--- src/gae_pkg.sv ---
`default_nettype none

package gae_pkg;

    // Operation codes carried in the op field of an input beat.
    localparam logic [2:0] OP_LOAD_POS  = 3'd0;
    localparam logic [2:0] OP_LOAD_VEL  = 3'd1;
    localparam logic [2:0] OP_CLEAR_ACC = 3'd2;
    localparam logic [2:0] OP_ACCUM     = 3'd3;
    localparam logic [2:0] OP_INTEGRATE = 3'd4;

    // Signed Q16.16 word limits, held at the width of the saturating adders.
    localparam logic signed [35:0] W_MAX = 36'sd2147483647;
    localparam logic signed [35:0] W_MIN = -36'sd2147483648;

    // 1e-6 in Q.30 units, added to the squared distance.
    localparam logic [63:0] EPS_Q30 = 64'd1074;

    // Shared divider: 76-bit dividend, 64-bit divisor, one quotient bit a cycle.
    localparam int DIV_NW = 76;
    localparam int DIV_DW = 64;

    // Gravity constant reset value, 1.0 in Q16.16.
    localparam logic [30:0] G_RESET = 31'd65536;

    typedef logic [30:0] t_cfg_word;

    typedef struct packed {
        logic [2:0]          op;
        logic signed [31:0]  x_value;
        logic signed [31:0]  y_value;
        logic signed [31:0]  z_value;
        logic signed [31:0]  mass_value;
        logic [15:0]         delta_t;
    } t_in_item;

    typedef struct packed {
        logic signed [31:0]  pos_x;
        logic signed [31:0]  pos_y;
        logic signed [31:0]  pos_z;
        logic signed [31:0]  vel_x;
        logic signed [31:0]  vel_y;
        logic signed [31:0]  vel_z;
        logic                removable;
        logic                overflow;
    } t_out_item;

    // Controller states.
    typedef enum logic [4:0] {
        S_IDLE,
        S_DISP,
        S_DIFF,
        S_SQ,
        S_KM,
        S_ROOT,
        S_RWAIT,
        S_FCAP,
        S_UGO,
        S_UWAIT,
        S_UCAP,
        S_M0,
        S_M1,
        S_M2,
        S_M3,
        S_ACC,
        S_IA,
        S_IV,
        S_IVD,
        S_IP,
        S_FIN
    } t_state;

    // Datapath commands.
    typedef enum logic [4:0] {
        C_NOP,
        C_LATCH,
        C_EXEC,
        C_DIFF,
        C_SQ,
        C_KM,
        C_ROOT,
        C_FCAP,
        C_UGO,
        C_UCAP,
        C_M0,
        C_M1,
        C_M2,
        C_M3,
        C_ACC,
        C_IA,
        C_IV,
        C_IVD,
        C_IP,
        C_OUT
    } t_dp_code;

    typedef struct packed {
        t_dp_code    code;
        logic [1:0]  lane;
    } t_dp_cmd;

    typedef struct packed {
        logic [2:0]  op;
        logic        skip;
        logic        div_busy;
        logic        sqrt_busy;
        logic        out_free;
    } t_dp_status;

    // Clamp a wide signed sum to the signed 32-bit range.
    function automatic logic signed [31:0] sat_w(input logic signed [35:0] v);
        if (v > W_MAX) begin
            return W_MAX[31:0];
        end else if (v < W_MIN) begin
            return W_MIN[31:0];
        end
        return v[31:0];
    endfunction

    function automatic logic sat_ov(input logic signed [35:0] v);
        return (v > W_MAX) || (v < W_MIN);
    endfunction

endpackage

`default_nettype wire

--- src/gae_ctrl.sv ---
`default_nettype none

// Sequencer that steps the datapath through each operation.
module gae_ctrl (
    input  wire logic                i_clk,
    input  wire logic                i_rst_n,
    input  wire logic                i_in_valid,
    output logic                     o_in_ready,
    input  wire gae_pkg::t_dp_status i_status,
    output gae_pkg::t_dp_cmd         o_cmd
);
    gae_pkg::t_state r_state, n_state;
    logic [1:0]      r_lane, n_lane;

    always_ff @(posedge i_clk) begin
        if (!i_rst_n) begin
            r_state <= gae_pkg::S_IDLE;
            r_lane  <= '0;
        end else begin
            r_state <= n_state;
            r_lane  <= n_lane;
        end
    end

    // Next state and commands.
    always_comb begin
        n_state     = r_state;
        n_lane      = r_lane;
        o_in_ready  = 1'b0;
        o_cmd.code  = gae_pkg::C_NOP;
        o_cmd.lane  = r_lane;
        unique case (r_state)
            gae_pkg::S_IDLE: begin
                o_in_ready = 1'b1;
                if (i_in_valid) begin
                    o_cmd.code = gae_pkg::C_LATCH;
                    n_state    = gae_pkg::S_DISP;
                    n_lane     = '0;
                end
            end
            gae_pkg::S_DISP: begin
                o_cmd.code = gae_pkg::C_EXEC;
                if (i_status.op == gae_pkg::OP_ACCUM) begin
                    n_state = gae_pkg::S_DIFF;
                end else if (i_status.op == gae_pkg::OP_INTEGRATE) begin
                    n_state = gae_pkg::S_IA;
                end else begin
                    n_state = gae_pkg::S_FIN;
                end
            end
            gae_pkg::S_DIFF: begin
                o_cmd.code = gae_pkg::C_DIFF;
                n_state    = gae_pkg::S_SQ;
            end
            gae_pkg::S_SQ: begin
                if (r_lane == 2'd0 && i_status.skip) begin
                    n_state = gae_pkg::S_FIN;
                end else begin
                    o_cmd.code = gae_pkg::C_SQ;
                    if (r_lane == 2'd2) begin
                        n_lane  = '0;
                        n_state = gae_pkg::S_KM;
                    end else begin
                        n_lane = r_lane + 2'd1;
                    end
                end
            end
            gae_pkg::S_KM: begin
                o_cmd.code = gae_pkg::C_KM;
                n_state    = gae_pkg::S_ROOT;
            end
            gae_pkg::S_ROOT: begin
                o_cmd.code = gae_pkg::C_ROOT;
                n_state    = gae_pkg::S_RWAIT;
            end
            gae_pkg::S_RWAIT: begin
                if (!i_status.div_busy && !i_status.sqrt_busy) begin
                    n_state = gae_pkg::S_FCAP;
                end
            end
            gae_pkg::S_FCAP: begin
                o_cmd.code = gae_pkg::C_FCAP;
                n_lane     = '0;
                n_state    = gae_pkg::S_UGO;
            end
            gae_pkg::S_UGO: begin
                o_cmd.code = gae_pkg::C_UGO;
                n_state    = gae_pkg::S_UWAIT;
            end
            gae_pkg::S_UWAIT: begin
                if (!i_status.div_busy) begin
                    n_state = gae_pkg::S_UCAP;
                end
            end
            gae_pkg::S_UCAP: begin
                o_cmd.code = gae_pkg::C_UCAP;
                n_state    = gae_pkg::S_M0;
            end
            gae_pkg::S_M0: begin
                o_cmd.code = gae_pkg::C_M0;
                n_state    = gae_pkg::S_M1;
            end
            gae_pkg::S_M1: begin
                o_cmd.code = gae_pkg::C_M1;
                n_state    = gae_pkg::S_M2;
            end
            gae_pkg::S_M2: begin
                o_cmd.code = gae_pkg::C_M2;
                n_state    = gae_pkg::S_M3;
            end
            gae_pkg::S_M3: begin
                o_cmd.code = gae_pkg::C_M3;
                n_state    = gae_pkg::S_ACC;
            end
            gae_pkg::S_ACC: begin
                o_cmd.code = gae_pkg::C_ACC;
                if (r_lane == 2'd2) begin
                    n_state = gae_pkg::S_FIN;
                end else begin
                    n_lane  = r_lane + 2'd1;
                    n_state = gae_pkg::S_UGO;
                end
            end
            gae_pkg::S_IA: begin
                o_cmd.code = gae_pkg::C_IA;
                n_state    = gae_pkg::S_IV;
            end
            gae_pkg::S_IV: begin
                o_cmd.code = gae_pkg::C_IV;
                n_state    = gae_pkg::S_IVD;
            end
            gae_pkg::S_IVD: begin
                o_cmd.code = gae_pkg::C_IVD;
                n_state    = gae_pkg::S_IP;
            end
            gae_pkg::S_IP: begin
                o_cmd.code = gae_pkg::C_IP;
                if (r_lane == 2'd2) begin
                    n_state = gae_pkg::S_FIN;
                end else begin
                    n_lane  = r_lane + 2'd1;
                    n_state = gae_pkg::S_IA;
                end
            end
            gae_pkg::S_FIN: begin
                if (i_status.out_free) begin
                    o_cmd.code = gae_pkg::C_OUT;
                    n_state    = gae_pkg::S_IDLE;
                end
            end
            default: begin
                n_state = gae_pkg::S_IDLE;
            end
        endcase
    end
endmodule

`default_nettype wire

--- config.mk ---
export PLATFORM = sky130hd
export DESIGN_NAME = gae_ctrl
export DESIGN_NICKNAME = d
export VERILOG_FILES = /design/src/gae_pkg.sv /design/src/gae_ctrl.sv
export SDC_FILE = /design/constraint.sdc
export NUM_CORES = 1
export LEC_CHECK = 0
export BUFFER_PORTS_ARGS = -buffer_cell sky130_fd_sc_hd__clkbuf_2
export CAP_MARGIN = 0
export CORE_MARGIN = 3
export CORE_UTILIZATION = 40
export CTS_CLUSTER_SIZE = 28
export DETAILED_ROUTE_END_ITERATION = 8
export GPL_TIMING_DRIVEN = 0
export PLACE_DENSITY = 0.63
export SLEW_MARGIN = 30
export SYNTH_ARGS = -nofsm -noshare
export SYNTH_HDL_FRONTEND = slang
export SYNTH_SLANG_ARGS = --single-unit
--- constraint.sdc ---
create_clock -name i_clk -period 1.6 [get_ports i_clk]
set_input_delay 0 -clock i_clk [delete_from_list [all_inputs] [get_ports i_clk]]
set_output_delay 0 -clock i_clk [all_outputs]
set_load 0.03 [all_outputs]
---- After elaboration in Yosys (flattened, before gate mapping) ----
Cells that the tools add are included.
W data, S select, Z words.
word-level totals
  register bits ........................... 7
  bits in latches ......................... 0
  memory bits (writable) .................. 0
  ROM bits ................................ 0
  input bits .............................. 10
  output and inout bits ................... 8
  logic and storage cells ................. 64
  memories kept ........................... 0
cells by class
  add/sub/neg operators ................... 1
  multiply operators ...................... 0
  divide/modulo/power cells ............... 0
  $lt $le $gt $ge ......................... 0
  eq/ne operators ......................... 30
  shift operators ......................... 0
  muxes and demuxes ....................... 21
  bitwise logic cells ..................... 0
  reductions and logical operators ........ 10
operators with widths
  kind                   count
  $pmux W5 S21           1
  $pmux W5 S19           1
  $mux W5                9
  $eq A5 B4 Y1 const B   8
  $eq A5 B5 Y1 const B   5
  $eq A5 B3 Y1 const B   4
  $ne A2 B2 Y1 const B   6
  $eq A5 B2 Y1 const B   2
  $mux W3                3
  $mux W2                4
  $pmux W2 S4            1
  $eq A5 B1 Y1 const B   1
  $logic_not A5 Y1       1
  $reduce_and A5 Y1      1
  $reduce_and A4 Y1      1
  $reduce_bool A4 Y1     1
  $eq A3 B2 Y1 const B   1
  $eq A3 B3 Y1 const B   1
  $ne A3 B3 Y1 const B   1
  $add A2 B1 Y2 const B  1
  $eq A2 B2 Y1 const B   1
  $logic_and A1 B1 Y1    2
  $logic_not A1 Y1       2
  $logic_not A2 Y1       1
  2 further kinds        3

---- Longest topological paths before layout ----
Gate-level depths: netlist (run 1).
  word-level depth ........................ 4
  depth in mapped cells ................... 6

---- Worst setup path after synthesis (run 1) ----
No wires, ideal clock.
  path type ............................... reg-to-output
  start point ............................. register r_lane[0]
  end point ............................... output port o_cmd[4] (netlist name)
  data arrival time ....................... 1.926 ns
  required time ........................... 1.600 ns
  setup slack ............................. -0.326 ns
  cell stages (with the launch flop) ...... 7
  path buffers ............................ 0
  cell sequence ........................... dfxtp_1 inv_1 ha_1 nand2_1 a2bb2oi_1 o22a_1 o21ai_0
RTL lines
  what                      RTL line        RTL
  start: declaration        gae_ctrl.sv:13  logic [1:0] r_lane, n_lane;
  start signal: assignment  gae_ctrl.sv:21  r_lane <= n_lane;
  end: declaration          gae_ctrl.sv:10  output gae_pkg::t_dp_cmd o_cmd

==> results of run 1 <==
-- metrics by stage --
| stage | total power [mW] | setup TNS, ns | util [%] |
|---|---|---|---|
| 2_1_floorplan | 1.64 | 0 | - |
| 3_3_place_gp | 1.96 | -0.0583 | 48.6 |
| 3_5_place_dp | 1.97 | -0.0477 | 48.6 |
| 4_1_cts | 2.22 | -0.0242 | 51.8 |
| 5_1_grt | 2.57 | -0.0188 | 55.4 |
| 6_report | 2.38 | 0 | 55.4 |
-- metal layers --
layer / GRT usage, % / wire, µm
met5: 0 / 0
met4: 5.81 / 5
met3: 2.45 / 158
met2: 28.7 / 1270
met1: 23.7 / 1070
-- worst min path at each step --
stage,from,to,slack (ns),cells after the start
after floorplan,i_rst_n,r_state[0],0.24,2
after global placement,i_rst_n,r_state[0],0.35,3
after detailed placement,i_rst_n,r_state[0],0.35,3
after CTS,i_rst_n,r_state[0],0.08,3
after global routing,i_rst_n,r_state[0],0.1,3
final,i_rst_n,r_state[0],0.09,3
-- cell families after synthesis --
| logic type | count (synthesis) |
|---|---|
| adders and majority gates | 3 |
| buffers and inverters | 15 |
| muxes | 5 |
| and+or+nand+nor | 55 |
| AOI/OAI and AO/OA | 37 |
| xor gates and xnor gates | 1 |
| DFF | 7 |
-- repair_timing --
| item | CTS | global route |
|---|---|---|
| resized for setup | 16 | 23 |
| pin swaps | 2 | 3 |
| buffers inserted | 1 | 2 |
| setup endpoints to repair | 7 | 7 |
-- worst max-delay path, delay by kind of cell (launching register included) --
kind	cells	cell delay, ns
AO/OA/AOI/OAI	3	0.39
flip-flops	1	0.32
AND/OR/NAND/NOR	1	0.13
buffers and inverters	3	0.45
-- sequential cells by signal, indices dropped and copies added, names as in the netlist --
register and flops:
r_lane 2, r_state 5
-- power by group --
group | switching [mW] | internal, mW
combinational | 1.03 | 0.900
sequential | 0.0686 | 0.231
clock | 0.0568 | 0.0946
total | 1.15 | 1.23
-- cells in the final DEF (no fill, tap or decap), types with 2 or more instances in the layout --
master                     count
sky130_fd_sc_hd__clkbuf_2     13
sky130_fd_sc_hd__nand2_1      11
sky130_fd_sc_hd__buf_6         6
sky130_fd_sc_hd__nor2_1        6
sky130_fd_sc_hd__nand2b_1      6
sky130_fd_sc_hd__buf_4         6
sky130_fd_sc_hd__o21ai_1       6
sky130_fd_sc_hd__a21oi_1       5
sky130_fd_sc_hd__nand3_1       5
sky130_fd_sc_hd__nor2b_1       4
sky130_fd_sc_hd__dfxtp_4       4
sky130_fd_sc_hd__inv_1         3
sky130_fd_sc_hd__mux2i_1       3
sky130_fd_sc_hd__nor3_1        3
sky130_fd_sc_hd__clkbuf_4      3
sky130_fd_sc_hd__dfxtp_1       3
sky130_fd_sc_hd__buf_8         2
sky130_fd_sc_hd__mux2_2        2
sky130_fd_sc_hd__nor2_2        2
sky130_fd_sc_hd__nor3_2        2
sky130_fd_sc_hd__or2b_1        2
sky130_fd_sc_hd__a31oi_1       2
sky130_fd_sc_hd__clkbuf_1      2
sky130_fd_sc_hd__and3b_1       2
sky130_fd_sc_hd__o22ai_1       2
sky130_fd_sc_hd__a21boi_1      2
sky130_fd_sc_hd__a211oi_1      2
sky130_fd_sc_hd__o21ba_2       2
-- layout make-up --
class	instances	share of cell area, %
multi-input cells	101	61.5
flip-flops and latches	7	12.5
repair buffers	20	10.3
plain buffers	10	9.50
well taps	28	2.83
clock buffers	4	2.12
inverters	4	1.21
==> impl_metrics.toml, run 1 <==
[synthesis]
synth-simple-area-share_pct = 34.7
yosys_warnings = 0
post_synth_instance_area_um2 = 952
netlist.area_leader.share_pct = 14.7
synth_common_cells = "sky130_fd_sc_hd__nand2_1 (12), sky130_fd_sc_hd__nor2_1 (8), sky130_fd_sc_hd__dfxtp_1 (7)"
netlist-cell-type-count = 53
synth.net_count = 136
synth-compound-area-share_pct = 30.2
netlist_top_cells_area = "sky130_fd_sc_hd__dfxtp_1 (15%), sky130_fd_sc_hd__nand2_1 (4.7%), sky130_fd_sc_hd__ha_1 (3.9%)"
yosys.area.top_type = "sky130_fd_sc_hd__dfxtp_1"
dominant_combinational_cell_family_by_area_after_synthesis = "simple AND/OR/NAND/NOR gates"
synth-edff-count = 0
synth_adder_area_share_pct = 3.94
syn_inst = 123
synth_mux_area_share_pct = 5.52
post_synth_xor_area_fraction_pct = 0.920
synth_seq_area_share_pct = 14.7
synth-async-reset-ratio_pct = 0
postSynthRegisterBits = 7
synthMostInstantiatedCell = "sky130_fd_sc_hd__nand2_1"
post_synth_top_flop = "sky130_fd_sc_hd__dfxtp_1"
avgSynthCellArea_um2 = 7.74

[min_path]
min-delay-path-class = "primary input to flip-flop"

[routing]
ant_nets = 0
drtPass1Iterations = 4
drt_wl_total_um = 2500
drt-vias-per-instance = 5.76
route.detailed.drc = 0
wl_per_cell_um = 14.4
num_vias = 1003
detailedRoute.firstIterationViolations = 34

[critical_path]
crit_path_start_kind = "flip-flop"
cpPeakStageDelay_ns = 0.32
worst_r2r_startpoint = "r_lane[0]"
worst-r2r-setup-slack_ns = 0.10
arrival_ns = 1.54
worst_path_max_delay_cell = "sky130_fd_sc_hd__dfxtp_1"
cp_cell_sequence = "buf_6, and2_0, buf_4, a2bb2oi_1, o22a_1, o21ai_2, clkbuf_8"
cp_data_required_time_ns = 1.60
critical_path.reg2reg.endpoint = "r_state[2]"
cp-end-kind = "output pin"
critical_setup_path_kind = "flip-flop to output pin"
cp_max_fo = 10
worst_reg2reg_path_depth = 7
timing.critical_path.to = "o_cmd[4]"
crit_path_from = "r_state[0]"

[floorplanning]
ios = 18
die_area_um2 = 3000
floorplan.initialDensity_pct = 42.6
num_rows = 17
placeableCoreArea_um2 = 2230
die_height_um = 54.8
die_w_um = 54.8

[final_layout]
seqCellArea_um2 = 155
final_nets = 160
final_area_um2 = 1240
drive_above_1_share_pct = 40.4
layoutNonFillerInstCount = 174
fillerInstances = 207
flow.area_growth_from_synthesis_pct = 30.0
antenna-diode-count = 0
multi_input_area_um2 = 761

[clock_network]
number_of_buffers_inserted_during_clock_tree_synthesis = 3
cts_sinks = 7
clock_path_buffers = 2
cts_tree = "yes"
clock-root-buffer = "sky130_fd_sc_hd__clkbuf_4"
hold_buffers = 0
clk_pin_slew_worst_paths_ns = 0.05
worstSkewPairLatency_ns = 0.24
cts-htree-levels = 1

[global_route]
track_usage_pct = 17.7
grt_first_pass_wirelength_um = 3970
first_global_vias = 926
grt_start_max_net_pins = 20
antenna_violations_before_repair = 0
gr-total-overflow = 0

[placed_design]
pre_cts_slack_ns = -0.0375
gp_routability_congestion = 0.887
dp.cells = 168
portBuffers = 17
sum_of_net_half_perimeters_after_detailed_placement_um = 1880
place_area_um2 = 1090

[timing]
finalHoldViolCount = 0
post-route-worst-setup-slack_ns = 0.0598
layout_min_cycle_time_ns = 1.54
finalCritPeriodShare_pct = 96.3
worst_slew_pin_tran_ns = 0.442
clock.fmax_mhz = 649
maxSlewHeadroom_pct = 70.5
timing.clock.skew_ns = 0.00379
hold_ws_ns = 0.0863
slew_violations = 0
timing.final.setup_violations = 0

[run]
maxCapViolations = 0

[run_status]
status = "completed"

[pwr]
p_leak_nw = 0.499
irDropWorstVdd_mv = 1.16
power.density_cell_area_nw_per_um2 = 1920
Note: power is estimated with default switching activity, not from simulation.
==> inputs of run 2 (changes only) <==
--- a/config.mk
+++ b/config.mk
@@ -13,6 +13,7 @@
 export DETAILED_ROUTE_END_ITERATION = 8
 export GPL_TIMING_DRIVEN = 0
 export PLACE_DENSITY = 0.63
+export RECOVER_POWER = 100
 export SLEW_MARGIN = 30
 export SYNTH_ARGS = -nofsm -noshare
 export SYNTH_HDL_FRONTEND = slang
==> run 2 against run 1 <==
Wire length hardly changed. Critical path depth is the same. Via count up 0.40%. Clock skew stayed put. Final area shrank 0.20%. Combinational power barely moved. Global-route usage did not move. Critical endpoint unchanged. First-iteration DRC count rose by 2.9%. Power about the same. Sequential share of layout area about the same. Sequential power about the same.
==> impl_metrics.toml, run 2 (synthesis gave the netlist of run 1 again) <==
[run_status]
status = "completed"

[routing]
num_vias = 1007
met3RoutedLength_um = 159
topRoutingLayerUsed = "met4"
drt-vias-per-instance = 5.79
route.detailed.drc = 0
drtPass1Iterations = 4
detailedRoute.firstIterationViolations = 35
ant_nets = 0
met2WireLength_um = 1270
wl_per_cell_um = 14.4
drt_wl_total_um = 2500
met1_length_um = 1070

[final_layout]
fillerInstances = 208
drive_above_1_share_pct = 39.0
final_core_utilization_pct = 55.3
seqCellArea_um2 = 155
final_area_um2 = 1230
final_nets = 160
flow.area_growth_from_synthesis_pct = 29.7
reg_top3 = "r_state: 5 flops, r_lane: 2 flops"
top_register = "r_state"
multi_input_area_um2 = 761
antenna-diode-count = 0
largest_register_ffs = 5
final_cell_mix = "sky130_fd_sc_hd__nand2_1 (11), sky130_fd_sc_hd__clkbuf_2 (11)"

[global_route]
track_usage_pct = 17.7
grt_start_max_net_pins = 20
antenna_violations_before_repair = 0
first_global_vias = 926
gr-total-overflow = 0
grt_first_pass_wirelength_um = 3970

[timing]
finalHoldViolCount = 0
maxSlewHeadroom_pct = 70.5
worst_slew_pin_tran_ns = 0.442
clock.fmax_mhz = 647
layout_min_cycle_time_ns = 1.54
slew_violations = 0
timing.clock.skew_ns = 0.00379
timing.setup.tns_ns = 0
finalCritPeriodShare_pct = 96.5
timing.final.setup_violations = 0

[placed_design]
place_area_um2 = 1090
sum_of_net_half_perimeters_after_detailed_placement_um = 1880
portBuffers = 17
gp_routability_congestion = 0.887

[floorplanning]
floorplan.initialDensity_pct = 42.6
ios = 18
num_rows = 17
die_w_um = 54.8
die_area_um2 = 3000
placeableCoreArea_um2 = 2230
die_height_um = 54.8

[clock_network]
number_of_buffers_inserted_during_clock_tree_synthesis = 3
cts_tree = "yes"
clock_path_buffers = 2
cts_sinks = 7
clock-root-buffer = "sky130_fd_sc_hd__clkbuf_4"
cts-htree-levels = 1
worstSkewPairLatency_ns = 0.24
clk_pin_slew_worst_paths_ns = 0.05

[min_path]
min-delay-path-class = "primary input to flip-flop"

[critical_path]
cp-end-kind = "output pin"
worst_path_max_delay_cell = "sky130_fd_sc_hd__dfxtp_1"
cp_cell_sequence = "buf_6, and2_0, buf_4, a2bb2oi_1, o22a_1, o21ai_2, clkbuf_8"
critical_path.n_buffers_inverters = 3
cp_max_fo = 10
cp_data_required_time_ns = 1.60
critical_setup_path_kind = "flip-flop to output pin"
crit_path_start_kind = "flip-flop"
critPathTopFamily = "buffers and inverters"
cpPeakStageDelay_ns = 0.32
arrival_ns = 1.54

[pwr]
power.density_cell_area_nw_per_um2 = 1930
power_consumption_mw = 2.38
irDropWorstVdd_mv = 1.16
p_leak_nw = 0.492

[run]
maxCapViolations = 0
-- run 2: per-layer routing --
layer	GRT usage, %	vias up
met2	28.7	35
met3	2.45	2
met4	5.81	0
li1	-	500
met1	23.7	470
met5	0	-
-- run 2: repair_timing --
item                                    in CTS  in global routing
pin swaps                                    2                  3
gates resized for setup                     16                 23
endpoints found under the setup margin       7                  7
buffers inserted                             1                  2
hold buffers                                 0                  0
-- run 2: power breakdown --
group | switching [mW] | total, mW | internal (mW)
sequential | 0.0687 | 0.300 | 0.231
clock | 0.0568 | 0.151 | 0.0946
combinational | 1.03 | 1.93 | 0.900
-- run 2: worst paths after layout --
check / from / to / slack, ns / cells after the start
worst min register to register: r_lane[1] / r_lane[1] / 0.50 / 2
worst max register to register: r_lane[0] / r_state[2] / 0.10 / 7
worst max-delay path: r_state[0] / o_cmd[4] / 0.06 / 7
worst min-delay path: i_rst_n / r_state[0] / 0.09 / 3
-- run 2: stage by stage --
| stage | std cells | hold slack, ns | worst slack, ns |
|---|---|---|---|
| after detailed placement | 168 | 0.346 | -0.0375 |
| final | 174 | 0.0863 | 0.0555 |
| after global routing | 174 | 0.0987 | -0.0144 |
| after global placement | 168 | 0.349 | -0.0458 |
| after CTS | 172 | 0.0827 | -0.0242 |
| after floorplan | 123 | 0.243 | 0.0374 |
-- run 2: final cells by class --
class	instances	area share [%]
buffer	10	9.52
clock buffer	4	2.13
tap	28	2.84
timing repair buffer	20	10.1
sequential	7	12.6
inverter	4	1.22
multi-input combinational	101	61.6
-- run 2: worst register-to-register path, delay by kind of cell (launching register included) --
family	cells	cell delay, ns
AND/OR/NAND/NOR	2	0.25
flip-flops	1	0.35
adder cells (fa/ha/maj)	1	0.16
AO/OA/AOI/OAI	2	0.42
buffers and inverters	2	0.24
==> inputs of run 3 (changes only) <==
--- a/config.mk
+++ b/config.mk
@@ -11,8 +11,7 @@
 export CORE_UTILIZATION = 40
 export CTS_CLUSTER_SIZE = 28
 export DETAILED_ROUTE_END_ITERATION = 8
-export GPL_TIMING_DRIVEN = 0
-export PLACE_DENSITY = 0.63
+export PLACE_DENSITY = 0.61
 export RECOVER_POWER = 100
 export SLEW_MARGIN = 30
 export SYNTH_ARGS = -nofsm -noshare
==> constraint.sdc (replaced) <==
create_clock -name i_clk -period 1.55 [get_ports i_clk]
set_input_delay 0 -clock i_clk [delete_from_list [all_inputs] [get_ports i_clk]]
set_output_delay 0 -clock i_clk [all_outputs]
set_load 0.03 [all_outputs]
==> run 3 against run 2 <==
Critical path depth shrank 1. Final area grew 0.91%. Hold slack gained 0.028 ns. Global-route usage increased by 0.55 points. Largest cell class unchanged. Largest power group unchanged.
==> impl_metrics.toml, run 3 (synthesis gave the netlist of run 1 again) <==
[critical_path]
arrival_ns = 1.71
worst_path_max_delay_cell = "sky130_fd_sc_hd__dfxtp_2"
cpPeakStageDelay_ns = 0.33
cp_max_fo = 3
crit_path_start_kind = "flip-flop"
cp-end-kind = "flip-flop"
cp_data_required_time_ns = 1.73
cp_cell_sequence = "inv_4, ha_4, and3b_2, a32oi_2, o311a_1, mux2i_1"
critical_setup_path_kind = "flip-flop to flip-flop"

[timing]
finalHoldViolCount = 0
grt_setup_unrepaired = "true"
timing.setup.tns_ns = 0
worst_slew_pin_tran_ns = 0.366
layout_min_cycle_time_ns = 1.53
maxSlewHeadroom_pct = 75.7
clock.fmax_mhz = 654
timing.clock.skew_ns = 0.00232
slew_violations = 0
timing.final.setup_violations = 0
hold_ws_ns = 0.114
finalCritPeriodShare_pct = 98.6

[placed_design]
sum_of_net_half_perimeters_after_detailed_placement_um = 1950
dp.cells = 174
place_area_um2 = 1140
gp_routability_congestion = 0.834
portBuffers = 17

[clock_network]
clock-root-buffer = "sky130_fd_sc_hd__clkbuf_4"
cts-htree-levels = 1
number_of_buffers_inserted_during_clock_tree_synthesis = 3
cts_tree = "yes"
clk_pin_slew_worst_paths_ns = 0.05
cts_sinks = 7
clock_path_buffers = 2
worstSkewPairLatency_ns = 0.25

[final_layout]
top_register = "r_state"
layoutNonFillerInstCount = 179
flow.area_growth_from_synthesis_pct = 30.9
antenna-diode-count = 0
largest_register_ffs = 5
drive_above_1_share_pct = 44.4
reg_top3 = "r_state: 5 flops, r_lane: 2 flops"
final_nets = 165
final_cell_mix = "sky130_fd_sc_hd__buf_4 (19), sky130_fd_sc_hd__clkbuf_2 (12), sky130_fd_sc_hd__nand2_1 (11)"
mostFrequentLayoutCell = "sky130_fd_sc_hd__buf_4"
final_area_um2 = 1250

[run]
maxCapViolations = 0

[global_route]
grt_start_max_net_pins = 18
first_global_vias = 881
track_usage_pct = 18.2
antenna_violations_before_repair = 0
gr-total-overflow = 0
grt_first_pass_wirelength_um = 4000

[floorplanning]
placeableCoreArea_um2 = 2230
num_rows = 17
die_area_um2 = 3000
die_w_um = 54.8
floorplan.initialDensity_pct = 42.6
ios = 18
die_height_um = 54.8

[pwr]
p_leak_nw = 0.510
power.density_cell_area_nw_per_um2 = 1950
irDropWorstVdd_mv = 1.30

[routing]
wl_per_cell_um = 14.7
drt_wl_total_um = 2630
route.detailed.drc = 0
ant_nets = 0
detailedRoute.firstIterationViolations = 16
num_vias = 1007
drt-vias-per-instance = 5.63
drtPass1Iterations = 4

[min_path]
min-delay-path-class = "primary input to flip-flop"

[run_status]
status = "completed"
## run 3: metal layers
layer  GRT usage (%)  up-vias  wire, µm
met4            7.47        0        38
met3           0.817        4        76
met2            29.7       16      1340
met1            24.8      477      1170
met5               0        -         0
li1                -      510         -
## run 3: critical path, delay by kind of cell (launching register included)
family | cells | cell delay, ns
AOI/OAI and AO/OA | 2 | 0.52
adders and majority gates | 1 | 0.13
buffers and inverters | 1 | 0.07
DFF | 1 | 0.33
muxes | 1 | 0.19
and+or+nand+nor | 1 | 0.22
## run 3: power by group
group / switching, mW / leakage [nW] / internal [mW]
Combinational: 0.981 / 0.434 / 0.876
Sequential: 0.154 / 0.0613 / 0.251
Clock: 0.0717 / 0.0150 / 0.0985
## run 3: path summary, 6_finish.rpt
path | slack, ns | endpoint | from | cells after the start
max | 0.02 | r_state[0] | r_lane[0] | 6
min | 0.11 | r_state[4] | i_rst_n | 2
max reg2reg | 0.02 | r_state[0] | r_lane[0] | 6
min reg2reg | 0.51 | r_lane[1] | r_lane[1] | 2
## run 3: per-stage QoR
step | total power, mW | util, % | setup slack [ns]
finish | 2.43 | 55.8 | 0.0211
global route | 2.61 | 55.8 | -0.0360
CTS | 2.37 | 53.3 | -0.0555
detailed placement | 2.12 | 50.9 | -0.0323
global placement | 2.09 | 50.9 | 0.0253
floorplan | 1.69 | - | 0.00137
## run 3: final cells by class
type	instances	area, µm²
clock buffer	4	26.3
inverter	4	17.5
fill	204	987
tap	28	35.0
timing repair buffer	35	226
multi-input combinational	101	782
sequential	7	159
## run 3: timing repair
item	4_1_cts	5_1_grt
pin swaps	0	3
endpoints found under the setup margin	7	7
gates resized for setup	12	20
setup buffers	0	1
hold endpoints to repair	0	0
hold buffers	0	0
